--- config.mk ---
export PLATFORM = sky130hd
export DESIGN_NAME = sgdm_slot_map
export DESIGN_NICKNAME = d
export VERILOG_FILES = /design/src/rtl/sgdm_pkg.sv /design/src/rtl/sgdm_slot_map.sv
export SDC_FILE = /design/constraint.sdc
export NUM_CORES = 1
export LEC_CHECK = 0
export BUFFER_PORTS_ARGS = -buffer_cell sky130_fd_sc_hd__clkbuf_2
export CAP_MARGIN = 20
export CORE_AREA = 2 2 39 41
export CTS_CLUSTER_DIAMETER = 40
export DETAILED_ROUTE_END_ITERATION = 16
export DIE_AREA = 0 0 41 43
export PLACE_DENSITY = 0.73
export SYNTH_ARGS = -nofsm -noshare
export SYNTH_HDL_FRONTEND = slang
export SYNTH_SLANG_ARGS = --single-unit
export TNS_END_PERCENT = 1
--- constraint.sdc ---
create_clock -name clk -period 1.3 [get_ports clk]
set_clock_uncertainty 0.05 [all_clocks]
set_input_delay 0 -clock clk [delete_from_list [all_inputs] [get_ports clk]]
set_output_delay 0 -clock clk [all_outputs]
set_load 0.02 [all_outputs]
--- src/rtl/sgdm_pkg.sv ---
// ----------------------------------------------------------------------------
// sgdm_pkg
// types, widths and register codes of the sgd momentum update unit
// ----------------------------------------------------------------------------
package sgdm_pkg;

    localparam int IDX_W       = 10;
    localparam int VAL_W       = 32;
    localparam int COEF_W      = 16;
    localparam int CFG_IDX_W   = 2;
    localparam int CFG_DATA_W  = 16;
    localparam int RECIP_SHIFT = 20;
    localparam int PIPE_DEPTH  = 9;

    // coefficient times value, exact
    localparam int MUL_W  = COEF_W + 1 + VAL_W;
    // rounded coefficient product plus gradient
    localparam int TERM_W = VAL_W + 2;
    // lr times the term, exact
    localparam int STEP_W = COEF_W + 1 + TERM_W;
    localparam int WIDE_W = VAL_W + 4;

    localparam logic [CFG_IDX_W-1:0] CFG_STEP_SIZE = 2'd0;
    localparam logic [CFG_IDX_W-1:0] CFG_MOMENTUM  = 2'd1;
    localparam logic [CFG_IDX_W-1:0] CFG_NESTEROV  = 2'd2;

    localparam logic [COEF_W-1:0] LR_RESET = 16'd655;
    localparam logic [COEF_W-1:0] MU_RESET = 16'd58982;

    localparam logic signed [WIDE_W-1:0] SAT_HI = 36'sh0_7FFF_FFFF;
    localparam logic signed [WIDE_W-1:0] SAT_LO = -36'sh0_8000_0000;

    typedef struct packed {
        logic [COEF_W-1:0] step_size;
        logic [COEF_W-1:0] momentum;
        logic              nesterov_mode;
    } sgdm_cfg_t;

    function automatic logic signed [VAL_W-1:0] sat32(input logic signed [WIDE_W-1:0] v);
        logic signed [VAL_W-1:0] r;
        if (v > SAT_HI)
            r = SAT_HI[VAL_W-1:0];
        else if (v < SAT_LO)
            r = SAT_LO[VAL_W-1:0];
        else
            r = v[VAL_W-1:0];
        return r;
    endfunction

endpackage

--- src/rtl/sgdm_slot_map.sv ---
// ----------------------------------------------------------------------------
// sgdm_slot_map
// two-stage reduction of the element index modulo the store depth
// ----------------------------------------------------------------------------
module sgdm_slot_map #(
    parameter int MAX_ELEMENTS = 1024,
    parameter int ADDR_W       = (MAX_ELEMENTS > 1) ? $clog2(MAX_ELEMENTS) : 1
) (
    input  logic                       clk,
    input  logic                       adv,
    input  logic [sgdm_pkg::IDX_W-1:0] index,
    output logic [ADDR_W-1:0]          slot
);
    import sgdm_pkg::*;

    localparam int RECIP_W = RECIP_SHIFT + 1;
    localparam int PROD_W  = IDX_W + RECIP_W;
    localparam int RECIP   = (1 << RECIP_SHIFT) / MAX_ELEMENTS;

    localparam logic [RECIP_W-1:0] RECIP_C = RECIP_W'(RECIP);
    localparam logic [RECIP_W-1:0] MODULUS = RECIP_W'(MAX_ELEMENTS);

    logic [PROD_W-1:0] quot_prod;
    logic [PROD_W-1:0] back_prod;
    logic [IDX_W-1:0]  b_quot_reg;
    logic [IDX_W-1:0]  b_index_reg;
    logic [IDX_W-1:0]  c_rem_reg;
    logic [IDX_W-1:0]  rem_fix;

    // quotient estimate, low by at most one
    assign quot_prod = PROD_W'(index) * PROD_W'(RECIP_C);
    assign back_prod = PROD_W'(b_quot_reg) * PROD_W'(MODULUS);

    always_ff @(posedge clk)
    begin
        if (adv)
        begin
            b_quot_reg  <= quot_prod[RECIP_SHIFT +: IDX_W];
            b_index_reg <= index;
            c_rem_reg   <= b_index_reg - back_prod[IDX_W-1:0];
        end
    end

    always_comb
    begin
        if (RECIP_W'(c_rem_reg) >= MODULUS)
            rem_fix = c_rem_reg - MODULUS[IDX_W-1:0];
        else
            rem_fix = c_rem_reg;
    end

    assign slot = ADDR_W'(rem_fix);

endmodule

=== Word-level counts from Yosys, hierarchy flattened ===
Cells that the tools add are included.
Widths: inputs -> output; s select.

* Input bits: 12
* Output and inout bits: 10
* Bits in registers: 20
* Word-level logic and storage cells: 2

=== Longest topological paths before layout ===
* Word-level depth: 0
* Depth in mapped cells: 0

=== Worst setup path before layout ===
Ideal clock, no wire load.

* Kind: register -> register
* Start point: register b_index_reg[0]
* End point: register c_rem_reg[0] (netlist: slot[0]), data pin
* Setup slack: 661 ps
* Buffers on the path: 0
* Library setup time: 266 ps
* Cell stages (with the launch flop): 1
* Arrival: 323 ps
* Cell sequence: edfxtp_1

{| class="wikitable"
|+ RTL lines
! what !! line !! source
|-
| start, declared || sgdm_slot_map.sv:26 || <nowiki>logic [IDX_W-1:0] b_index_reg;</nowiki>
|-
| start signal, assigned || sgdm_slot_map.sv:39 || <nowiki>b_index_reg <= index;</nowiki>
|-
| end signal, assigned || sgdm_slot_map.sv:40 || <nowiki>c_rem_reg <= b_index_reg - back_prod[IDX_W-1:0];</nowiki>
|-
| end, declared || sgdm_slot_map.sv:27 || <nowiki>logic [IDX_W-1:0] c_rem_reg;</nowiki>
|}

No word-level cell between the ends.

=== Worst setup path in the final report ===
* Start point: register c_rem_reg[7] (netlist: slot[7])
* End point: output slot[7]

{| class="wikitable"
|+ RTL lines
! what !! line !! source
|-
| end, declared || sgdm_slot_map.sv:12 || <nowiki>output logic [ADDR_W-1:0] slot</nowiki>
|}

No word-level cell between the ends.

==> summary.md <==
| Metric | Value |
|---|---|
| Status | finished, final reports clean |
| Seq/Total Area, Yosys | 100% |
| Final Setup Violations | 0 |
| Drt via density | 4.21 |
| Max-Cap Viols | 0 |
| Worst Path Required | 1250 ps |
| Most frequent cells in the layout | clkbuf_2, edfxtp_1, dlygate4sd3_1 |
| Clock Sinks | 20 |
| Adder-cell share of the synthesized area | 0% |
| DRC Markers | 0 |
| IO Port Bufs | 21 |
| Die area | 1760 sq um |
| Power, Total | 1.14 mW |
| I/O pin count | 22 |
| Layout cells sized above 1 | 43.6% |
| Routed Antenna Nets | 0 |
| Area grow syn2layout | 41.9% |
| Clk Latency, worst-skew pair | 280 ps |
| Yosys reg bits | 20 |
| CTS H-tree lvls | 1 |
| Setup TNS | 0 ps |
| Post-synth net total | 32 |
| Fmax | 1.13 GHz |
| CTS tree | yes |
| P_leak | 0.340 nW |
| Max stage delay cell, worst path | edfxtp_1 |
| Slew Limit Fails | 0 |
| Mux cell area share after synthesis | 0% |
| Die Ht | 43 um |
| Worst path max stage delay | 380 ps |
| Top sig layer | met3 |
| Mapped Area | 601 sq um |
| Initial Util | 43.4% |
| # diodes | 0 |
| Final WL | 672 um |
| Final Critical Period | 882 ps |
| Area of the multi-input gates | 0 sq um |
| Post-synthesis xor/xnor area fraction | 0% |
| Commonest non-fill, non-tap cell in the layout | clkbuf_2 |
| Critical path data arrival time | 830 ps |
| Cell Chain, Critical Path | clkbuf_2 |
| Rows | 14 |
| Syn_area_per_cell | 30.0 sq um |
| Routed WL per cell | 9.46 um |
| Vias post-DR | 299 |
| GRT Total Usage | 9.18% |
| PwrDens | 1340 nW/um^2 |
| Worst Setup End Kind | primary output |
| Global-route wire length before repair | 1030 um |
| Max-Slew Margin vs Limit | 70.1% |
| CP Max Fanout | 1 |
| Final #Nets | 68 |
| Core area | 1380 sq um |
| Root Buffer Master | clkbuf_4 |
| Simple-gate share of the synthesized area | 0% |
| Tightest Pin Transition | 449 ps |
| CP top delay family | flip-flops |
| Peak supply drop | 0.000729 V |
| Worst Hold Class | input port to flop |
| Post-synthesis compound-gate area fraction | 0% |
| Final Non-Filler Cells | 71 |
| Total CTS buffers | 3 |
| Synth cell types | 1 |
| WL met2 | 343 um |
| Largest net degree at the start of global routing | 21 |
| Starting DRT DRC Count | 5 |
| WL met3 | 57 um |
| Final Hold Viols | 0 |
| GR Overflow Total | 0 |
| Crit path launch type | flop |
| Number of antenna violations at the first check in global routing | 0 |
| Clk buf depth | 2 |
| DP Cell Count | 57 |
| Syn Inst Count | 20 |
| Multi-input gates | 0 |
| Yosys Warn Count | 0 |
| Gp weighted congestion | 0.586 |
| Worst Path Buf+Inv | 1 |
| WS Path Type | flop to primary output |
| Resized cells post-CTS | 0 |
| RSZ-0062 raised after global routing | no |
| Via count of the first global-routing pass | 255 |
| Die width | 41 um |
| DRT Pass-1 Iters | 2 |
| Worst-path clk slew | 100 ps |
| Period utilization | 67.9% |
| Flop2flop setup slack | 630 ps |
| M1 WL | 272 um |
## power by group
part | internal, mW | switching [mW]
logic | 0.0437 | 0.0502
registers | 0.764 | 0.00987
clock network | 0.111 | 0.160
## per-stage QoR
stage | cell area (sq um) | hold slack [ps] | setup slack (ps) | util (%)
global route | 852 | 230 | 369 | 61.6
finish | 852 | 204 | 418 | 61.6
global placement | 726 | 128 | 528 | 52.4
detailed placement | 726 | 129 | 502 | 52.4
floorplan | 601 | 48.9 | 661 | -
CTS | 852 | 213 | 399 | 61.6
## per-layer routing
metal | vias up | GRT usage, %
met5 | - | 0
met4 | 0 | 8.00
met3 | 0 | 1.57
met2 | 12 | 11.9
met1 | 135 | 12.9
li1 | 152 | -
## cells in the mapped netlist
master	number	area, sq um
edfxtp_1	20	601
## cell families after synthesis
| logic type | count (synthesis) |
|---|---|
| flip-flops | 20 |
## path summary, 6_finish.rpt
check,start,endpoint,cells past startpoint
min,adv,slot[4],1
max,slot[7],slot[7],1
max reg2reg,b_index_reg[7],slot[7],0
min reg2reg,b_index_reg[2],slot[2],0
## final cells by class
| class | instances | area [sq um] |
|---|---|---|
| clock buffer | 3 | 22.5 |
| fill | 101 | 532 |
| sequential | 20 | 601 |
| clock inverter | 1 | 3.75 |
| timing repair buffer | 31 | 205 |
| tap | 16 | 20.0 |
## what timing repair did
| item | 4_1_cts | 5_1_grt |
|---|---|---|
| buffers inserted | 0 | 0 |
| hold buffers | 10 | 0 |
| endpoints found under the hold margin | 10 | 0 |
No activity file was read; power rests on OpenSTA's default activity.
