**config.mk**
```make
export PLATFORM = sky130hd
export DESIGN_NAME = sgdm_weight_step
export DESIGN_NICKNAME = d
export VERILOG_FILES = /design/src/rtl/sgdm_pkg.sv /design/src/rtl/sgdm_weight_step.sv
export SDC_FILE = /design/constraint.sdc
export NUM_CORES = 2
export LEC_CHECK = 0
export BUFFER_PORTS_ARGS = -buffer_cell sky130_fd_sc_hd__buf_2
export CORE_MARGIN = 3
export CORE_UTILIZATION = 56
export DETAILED_ROUTE_END_ITERATION = 12
export PLACE_DENSITY = 0.81
export SYNTH_ARGS = -nofsm -noshare
export SYNTH_HDL_FRONTEND = slang
export SYNTH_SLANG_ARGS = --single-unit
```
**constraint.sdc**
```tcl
create_clock -name clk -period 8.5 [get_ports clk]
set_input_delay 1.7 -clock clk [delete_from_list [all_inputs] [get_ports clk]]
set_output_delay 1.7 -clock clk [all_outputs]
set_load 0.1 [all_outputs]
```
**src/rtl/sgdm_pkg.sv**
```systemverilog
// ----------------------------------------------------------------------------
// sgdm_pkg
// types, widths and register codes of the sgd momentum update unit
// ----------------------------------------------------------------------------
package sgdm_pkg;

    localparam int IDX_W       = 10;
    localparam int VAL_W       = 32;
    localparam int COEF_W      = 16;
    localparam int CFG_IDX_W   = 2;
    localparam int CFG_DATA_W  = 16;
    localparam int RECIP_SHIFT = 20;
    localparam int PIPE_DEPTH  = 9;

    // coefficient times value, exact
    localparam int MUL_W  = COEF_W + 1 + VAL_W;
    // rounded coefficient product plus gradient
    localparam int TERM_W = VAL_W + 2;
    // lr times the term, exact
    localparam int STEP_W = COEF_W + 1 + TERM_W;
    localparam int WIDE_W = VAL_W + 4;

    localparam logic [CFG_IDX_W-1:0] CFG_STEP_SIZE = 2'd0;
    localparam logic [CFG_IDX_W-1:0] CFG_MOMENTUM  = 2'd1;
    localparam logic [CFG_IDX_W-1:0] CFG_NESTEROV  = 2'd2;

    localparam logic [COEF_W-1:0] LR_RESET = 16'd655;
    localparam logic [COEF_W-1:0] MU_RESET = 16'd58982;

    localparam logic signed [WIDE_W-1:0] SAT_HI = 36'sh0_7FFF_FFFF;
    localparam logic signed [WIDE_W-1:0] SAT_LO = -36'sh0_8000_0000;

    typedef struct packed {
        logic [COEF_W-1:0] step_size;
        logic [COEF_W-1:0] momentum;
        logic              nesterov_mode;
    } sgdm_cfg_t;

    function automatic logic signed [VAL_W-1:0] sat32(input logic signed [WIDE_W-1:0] v);
        logic signed [VAL_W-1:0] r;
        if (v > SAT_HI)
            r = SAT_HI[VAL_W-1:0];
        else if (v < SAT_LO)
            r = SAT_LO[VAL_W-1:0];
        else
            r = v[VAL_W-1:0];
        return r;
    endfunction

endpackage

```
**src/rtl/sgdm_weight_step.sv**
```systemverilog
// ----------------------------------------------------------------------------
// sgdm_weight_step
// weight step stages: plain, classic or nesterov term, lr product, round, subtract, saturate
// ----------------------------------------------------------------------------
module sgdm_weight_step (
    input  logic                              clk,
    input  logic                              rst_n,
    input  logic                              adv,
    input  sgdm_pkg::sgdm_cfg_t               cfg,
    input  logic                              d_valid,
    input  logic [sgdm_pkg::IDX_W-1:0]        d_index,
    input  logic signed [sgdm_pkg::VAL_W-1:0] d_param,
    input  logic signed [sgdm_pkg::VAL_W-1:0] d_grad,
    input  logic signed [sgdm_pkg::VAL_W-1:0] d_vel,
    output logic                              h_valid,
    output logic [sgdm_pkg::IDX_W-1:0]        h_index,
    output logic signed [sgdm_pkg::VAL_W-1:0] h_value
);
    import sgdm_pkg::*;

    localparam logic signed [MUL_W-1:0]  MUL_BIAS  = MUL_W'(1 << (COEF_W - 1));
    localparam logic signed [STEP_W-1:0] STEP_BIAS = STEP_W'(1 << (COEF_W - 1));

    logic                     e_valid_reg;
    logic [IDX_W-1:0]         e_index_reg;
    logic signed [VAL_W-1:0]  e_param_reg;
    logic signed [VAL_W-1:0]  e_grad_reg;
    logic signed [VAL_W-1:0]  e_vel_reg;

    logic                     f_valid_reg;
    logic [IDX_W-1:0]         f_index_reg;
    logic signed [VAL_W-1:0]  f_param_reg;
    logic signed [TERM_W-1:0] f_term_reg;

    logic                     g_valid_reg;
    logic [IDX_W-1:0]         g_index_reg;
    logic signed [VAL_W-1:0]  g_param_reg;
    logic signed [STEP_W-1:0] g_prod_reg;

    logic                     h_valid_reg;
    logic [IDX_W-1:0]         h_index_reg;
    logic signed [VAL_W-1:0]  h_value_reg;

    logic signed [COEF_W:0]   mu_s;
    logic signed [COEF_W:0]   lr_s;
    logic signed [MUL_W-1:0]  nv_prod;
    logic signed [MUL_W-1:0]  nv_biased;
    logic signed [TERM_W-1:0] nv_term;
    logic signed [TERM_W-1:0] term_sel;
    logic signed [STEP_W-1:0] lr_prod;
    logic signed [STEP_W-1:0] step_biased;
    logic signed [WIDE_W-1:0] new_param;

    assign mu_s = $signed({1'b0, cfg.momentum});
    assign lr_s = $signed({1'b0, cfg.step_size});

    // nesterov look-ahead: rounded mu*v' + g kept at full width
    assign nv_prod   = MUL_W'(mu_s) * MUL_W'(e_vel_reg);
    assign nv_biased = nv_prod + MUL_BIAS;
    assign nv_term   = TERM_W'($signed(nv_biased[MUL_W-1:COEF_W])) + TERM_W'(e_grad_reg);

    always_comb
    begin
        if (cfg.momentum == '0)
            term_sel = TERM_W'(e_grad_reg);
        else if (cfg.nesterov_mode)
            term_sel = nv_term;
        else
            term_sel = TERM_W'(e_vel_reg);
    end

    assign lr_prod     = STEP_W'(lr_s) * STEP_W'(f_term_reg);
    assign step_biased = g_prod_reg + STEP_BIAS;
    assign new_param   = WIDE_W'(g_param_reg)
                       - WIDE_W'($signed(step_biased[STEP_W-1:COEF_W]));

    always_ff @(posedge clk or negedge rst_n)
    begin
        if (!rst_n)
        begin
            e_valid_reg <= 1'b0;
            f_valid_reg <= 1'b0;
            g_valid_reg <= 1'b0;
            h_valid_reg <= 1'b0;
        end
        else if (adv)
        begin
            e_valid_reg <= d_valid;
            f_valid_reg <= e_valid_reg;
            g_valid_reg <= f_valid_reg;
            h_valid_reg <= g_valid_reg;
        end
    end

    always_ff @(posedge clk)
    begin
        if (adv)
        begin
            e_index_reg <= d_index;
            e_param_reg <= d_param;
            e_grad_reg  <= d_grad;
            e_vel_reg   <= d_vel;
            f_index_reg <= e_index_reg;
            f_param_reg <= e_param_reg;
            f_term_reg  <= term_sel;
            g_index_reg <= f_index_reg;
            g_param_reg <= f_param_reg;
            g_prod_reg  <= lr_prod;
            h_index_reg <= g_index_reg;
            h_value_reg <= sat32(new_param);
        end
    end

    assign h_valid = h_valid_reg;
    assign h_index = h_index_reg;
    assign h_value = h_value_reg;

endmodule

```
; After elaboration in Yosys (flattened, before gate mapping)
; Index checks and enable logic that the tools add are counted.
[word_totals]
word_cells = 28
input_bits = 143
regBits = 321
output_inout_bits = 43
[op_classes]
mul = 2
muxes = 3
reduce_logical = 1
n_addsub = 4
n_lt_le_gt_ge = 2
[ops]
columns = operator, count
row1 = two-way mux 34 bit, 2
row2 = "adder 51 x 17 -> 51 bit, second input constant", 1
row3 = multiplier 17 x 34 -> 51 bit, 1
row4 = "adder 49 x 17 -> 49 bit, second input constant", 1
row5 = multiplier 17 x 32 -> 49 bit, 1
row6 = "greater-than comparator 36 x 32 -> 1 bit, second input constant", 1
row7 = "less-than comparator 36 x 32 -> 1 bit, second input constant", 1
row8 = subtractor 32 x 35 -> 36 bit, 1
row9 = adder 33 x 32 -> 34 bit, 1
row10 = two-way mux 32 bit, 1
row11 = logical NOT 16 bit, 1

; Depth between registers and ports, before layout
[depth]
depth_word = 5
ltp_mapped = 36
mapped_depth_nobuf = 35

; Worst setup path before layout
; No wires, ideal clock.
[synth_path]
path_type = input port to flip-flop
startpoint = in cfg[10] in the netlist's numbering
endpoint = reg f_term_reg[32] (data pin)
arrival_time_ns = 9.582
path_buffers = 1
cell_stages = 36
setup_slack_ns = -1.347
required_ns = 8.235
cell_sequence = clkbuf_1 > nand2_1 > fa_1 > inv_1 > fa_1 > inv_1 > fa_1 > inv_1 > fa_1 > fa_1 > inv_1 > fa_1 > inv_1 > ha_1 > a21o_1 > a21o_1 > a21oi_1 > o21a_1 > o21ai_1 > a41oi_1 > o21ai_0 > and2_1 > o21a_1 > nor2_1 > ha_1 > a21o_1 > a21oi_1 > nor2_1 > a2111oi_0 > o21ai_0 > a31oi_1 > o211ai_1 > a31oi_1 > o21bai_1 > and3_1 > or3_1
[synth_via]
elab_chain_cells = 5
word_cells_on_any_way = 6
cone_classes = 2 x add/sub / 1 x mul / 2 x mux / 1 x reduce/logical
[synth_rtl]
columns = item, line_no
row1 = start: declaration, sgdm_weight_step.sv:9  ; input sgdm_pkg::sgdm_cfg_t cfg,
row2 = multiplier 17 x 32 -> 49 bit, sgdm_weight_step.sv:58  ; assign nv_prod = MUL_W'(mu_s) * MUL_W'(e_vel_reg);
row3 = adder 49 x 17 -> 49 bit, sgdm_weight_step.sv:59  ; assign nv_biased = nv_prod + MUL_BIAS;
row4 = adder 33 x 32 -> 34 bit, sgdm_weight_step.sv:60  ; assign nv_term = TERM_W'($signed(nv_biased[MUL_W-1:COEF_W])) + TERM_W'(e_grad_reg);
row5 = two-way mux 34 bit, sgdm_weight_step.sv:66  ; else if (cfg.nesterov_mode)
row6 = two-way mux 34 bit (*), sgdm_weight_step.sv:64  ; if (cfg.momentum == '0)
row7 = via term_sel[32], sgdm_weight_step.sv:49  ; logic signed [TERM_W-1:0] term_sel;
row8 = end signal: assignment, sgdm_weight_step.sv:105  ; f_term_reg <= term_sel;
row9 = end: declaration, sgdm_weight_step.sv:33  ; logic signed [TERM_W-1:0] f_term_reg;
; Mark *: on every way through the listed nets, which the timed path passes. The rest lies on a longest branch.
; A chain may end at the register's enable or synchronous reset.

; Final worst setup path
[layout_path]
startpoint = in cfg[12] in the netlist's numbering
endpoint = reg f_term_reg[32] (data pin)
; Same word-level chain as after synthesis.

==> results.yml <==
sta:
  period_share_pct: 107
  finClkSkew_ps: 40.5
  rsz0062_at_grt: "yes"
  slew_headroom_pct: 34.8
  fin_ws_ps: -614
  finalSetupViolations: 20
  period_needed_ps: 9110
  worstMarginPinSlew_ps: 979
  fmax_mhz: 110
  slew_viol_final: 0
  final_hold_viol_count: 0
critical_path:
  crit_fanout: 10
  end_kind: "flop"
  max_stage_delay_ps: 530
  critPathSlowestCell: "fa_1"
  worstSetupStartpointType: "primary input"
  cpMostUsedCell: "fa_1"
  worstPathArrival_ps: 9440
  crit_type: "primary input to flop"
  worstPathRequired_ps: 8820
routing:
  ant_nets: 0
  drt_iter0_drc: 2827
  wl_per_cell_um: 18.4
  wirelength_mm: 125
  viasPerCell: 5.43
  dr_total_vias: 36900
  dr.pass1.iters: 9
  drc: 0
cts:
  clock_path_buffers: 3
  clock_latency_ps: 610
  cts_sinks: 306
  cts_tree: "yes"
  cts_buffers: 39
  cts_max_level: 2
  clock-root-buffer: "clkbuf_16"
  cts-hold-fix-buffers: 0
  path_clk_slew_ps: 50
die:
  dieArea_um2: 94200
  die_x_um: 307
  core-area_um2: 89100
  die_h_um: 307
  start_util_pct: 56.9
  rows: 109
  io_pins: 186
placed_design:
  gp_congestion: 0.959
  hpwl_mm: 103
  numPortBuffers: 185
  dp_slack_ps: -1530
cells_and_area:
  final_cell_mix: "1208 x inv_1, 996 x fa_1, 609 x nand2_1"
  drive_above_1_share_pct: 14.4
  fin_nets: 7065
  syn_to_final_growth_pct: 13.8
  largest_register_ffs: 36
  final_common_cell: "inv_1"
  fill_cells: 6616
synth:
  yosysTopAreaCell: "fa_1"
  syn-num-nets: 6645
  yosys_warnings: 0
  yosys_register_bits: 306
  yosysSeqAreaShare_pct: 18.1
  synth_top_area_share_pct: 39.7
  ys.flop_type: "edfxtp_1"
  synth_area_um2: 50700
  synth.distinct_cells: 68
  avgSynthCellArea_um2: 9.82
  async_flop_share_pct: 1.31
  ys_top_cells_by_area: "fa_1 40%, edfxtp_1 18%, inv_1 9.0%"
  synthCells: 5163
  synth_edf_count: 302
grt:
  grt_antenna_before_repair: 5
  grt_pass1_vias: 39700
  grt_max_degree: 187
  grt_use_total_pct: 27.1
  gr-total-overflow: 0
  grt_pass1_wl_mm: 204
status:
  outcome: "finished, violations left"
  violations: "setup timing"
flow_run:
  cap_violations: 0
worst_hold_path:
  min_path_type: "flop to flop"
metrics by stage:
| step | area (um2) | std cells | utilization (%) | hold slack, ps | TNS [ps] |
|---|---|---|---|---|---|
| after global placement | 55400 | 6670 | 62.2 | 401 | -20520 |
| after CTS | 57100 | 6761 | 64.1 | 418 | -2890 |
| final | 57700 | 6781 | 64.8 | 418 | -6990 |
| after floorplan | 51000 | 5163 | - | 400 | -3140 |
| after global routing | 57700 | 6779 | 64.8 | 423 | -12480 |
| after detailed placement | 55400 | 6670 | 62.2 | 405 | -25550 |
path summary, 6_finish.rpt:
| path | cells past startpoint | slack, ps | start | to |
|---|---|---|---|---|
| worst max-delay path | 37 | -610 | cfg[12] | f_term_reg[32] |
| worst min-delay path | 0 | 420 | f_param_reg[24] | g_param_reg[24] |
| worst max register to register | 34 | -80 | e_vel_reg[16] | f_term_reg[32] |
| worst min register to register | 0 | 420 | f_param_reg[24] | g_param_reg[24] |
| max in group asynchronous | 1 | 7450 | rst_n | h_valid |
| min in group asynchronous | 1 | 930 | rst_n | e_valid_reg |
routing by layer:
metal | global-route usage [%] | part of all wire [%] | vias up
met2 | 46.0 | 48 | 1625
met3 | 5.70 | 8.9 | 306
met1 | 34.9 | 39 | 18400
li1 | - | - | 16500
met5 | 0 | 0.030 | -
met4 | 9.06 | 4.0 | 6
cells by family after synthesis:
kind of cell | count (synthesis) | share of synthesized area [%]
AO/OA/AOI/OAI | 475 | 6.03
XOR/XNOR | 164 | 2.83
adder cells (fa/ha/maj) | 1339 | 47.9
buffers and inverters | 1426 | 10.6
flip-flops | 306 | 18.1
multiplexers | 29 | 0.587
AND/OR/NAND/NOR | 1424 | 13.9
Yosys cell counts (15+ instances only):
| cell type | instances |
|---|---|
| fa_1 | 1005 |
| and3_1 | 21 |
| and2_1 | 525 |
| xnor2_1 | 94 |
| o21ai_0 | 60 |
| xor2_1 | 70 |
| nand2b_1 | 15 |
| ha_1 | 334 |
| a21oi_1 | 142 |
| nor2_1 | 109 |
| o21ai_1 | 35 |
| a31oi_1 | 29 |
| inv_1 | 1220 |
| nand4_1 | 29 |
| o21bai_1 | 18 |
| nor3_1 | 24 |
| edfxtp_1 | 302 |
| nand2_1 | 614 |
| o21a_1 | 15 |
| nand3_1 | 42 |
| clkbuf_1 | 197 |
| mux2i_1 | 23 |
| a21o_1 | 97 |
repair_timing:
action | 4_1_cts | 5_1_grt
setup buffers | 21 | 16
pin swaps | 53 | 81
endpoints found under the setup margin | 23 | 26
gates resized for setup | 82 | 96
cloned | 0 | 2
layout make-up:
class / count / area, um2 / area share (%)
sequential: 306 / 9170 / 15.9
antenna: 2 / 5.00 / 0.00868
tap: 1165 / 1460 / 2.53
multi-input combinational: 3431 / 36900 / 64.0
timing repair buffer: 585 / 4280 / 7.42
inverter: 1220 / 4580 / 7.94
clock buffer: 44 / 995 / 1.72
clock inverter: 28 / 258 / 0.447
critical path: cells and delay by family:
| family | cells | cell delay [ps] |
|---|---|---|
| adders and majority gates | 8 | 3410 |
| AOI/OAI and AO/OA | 16 | 2730 |
| buffers and inverters | 7 | 600 |
| and+or+nand+nor | 6 | 960 |
Power is not shown: default switching activity piles up to over one toggle a cycle in this logic, so the estimate is an artifact.
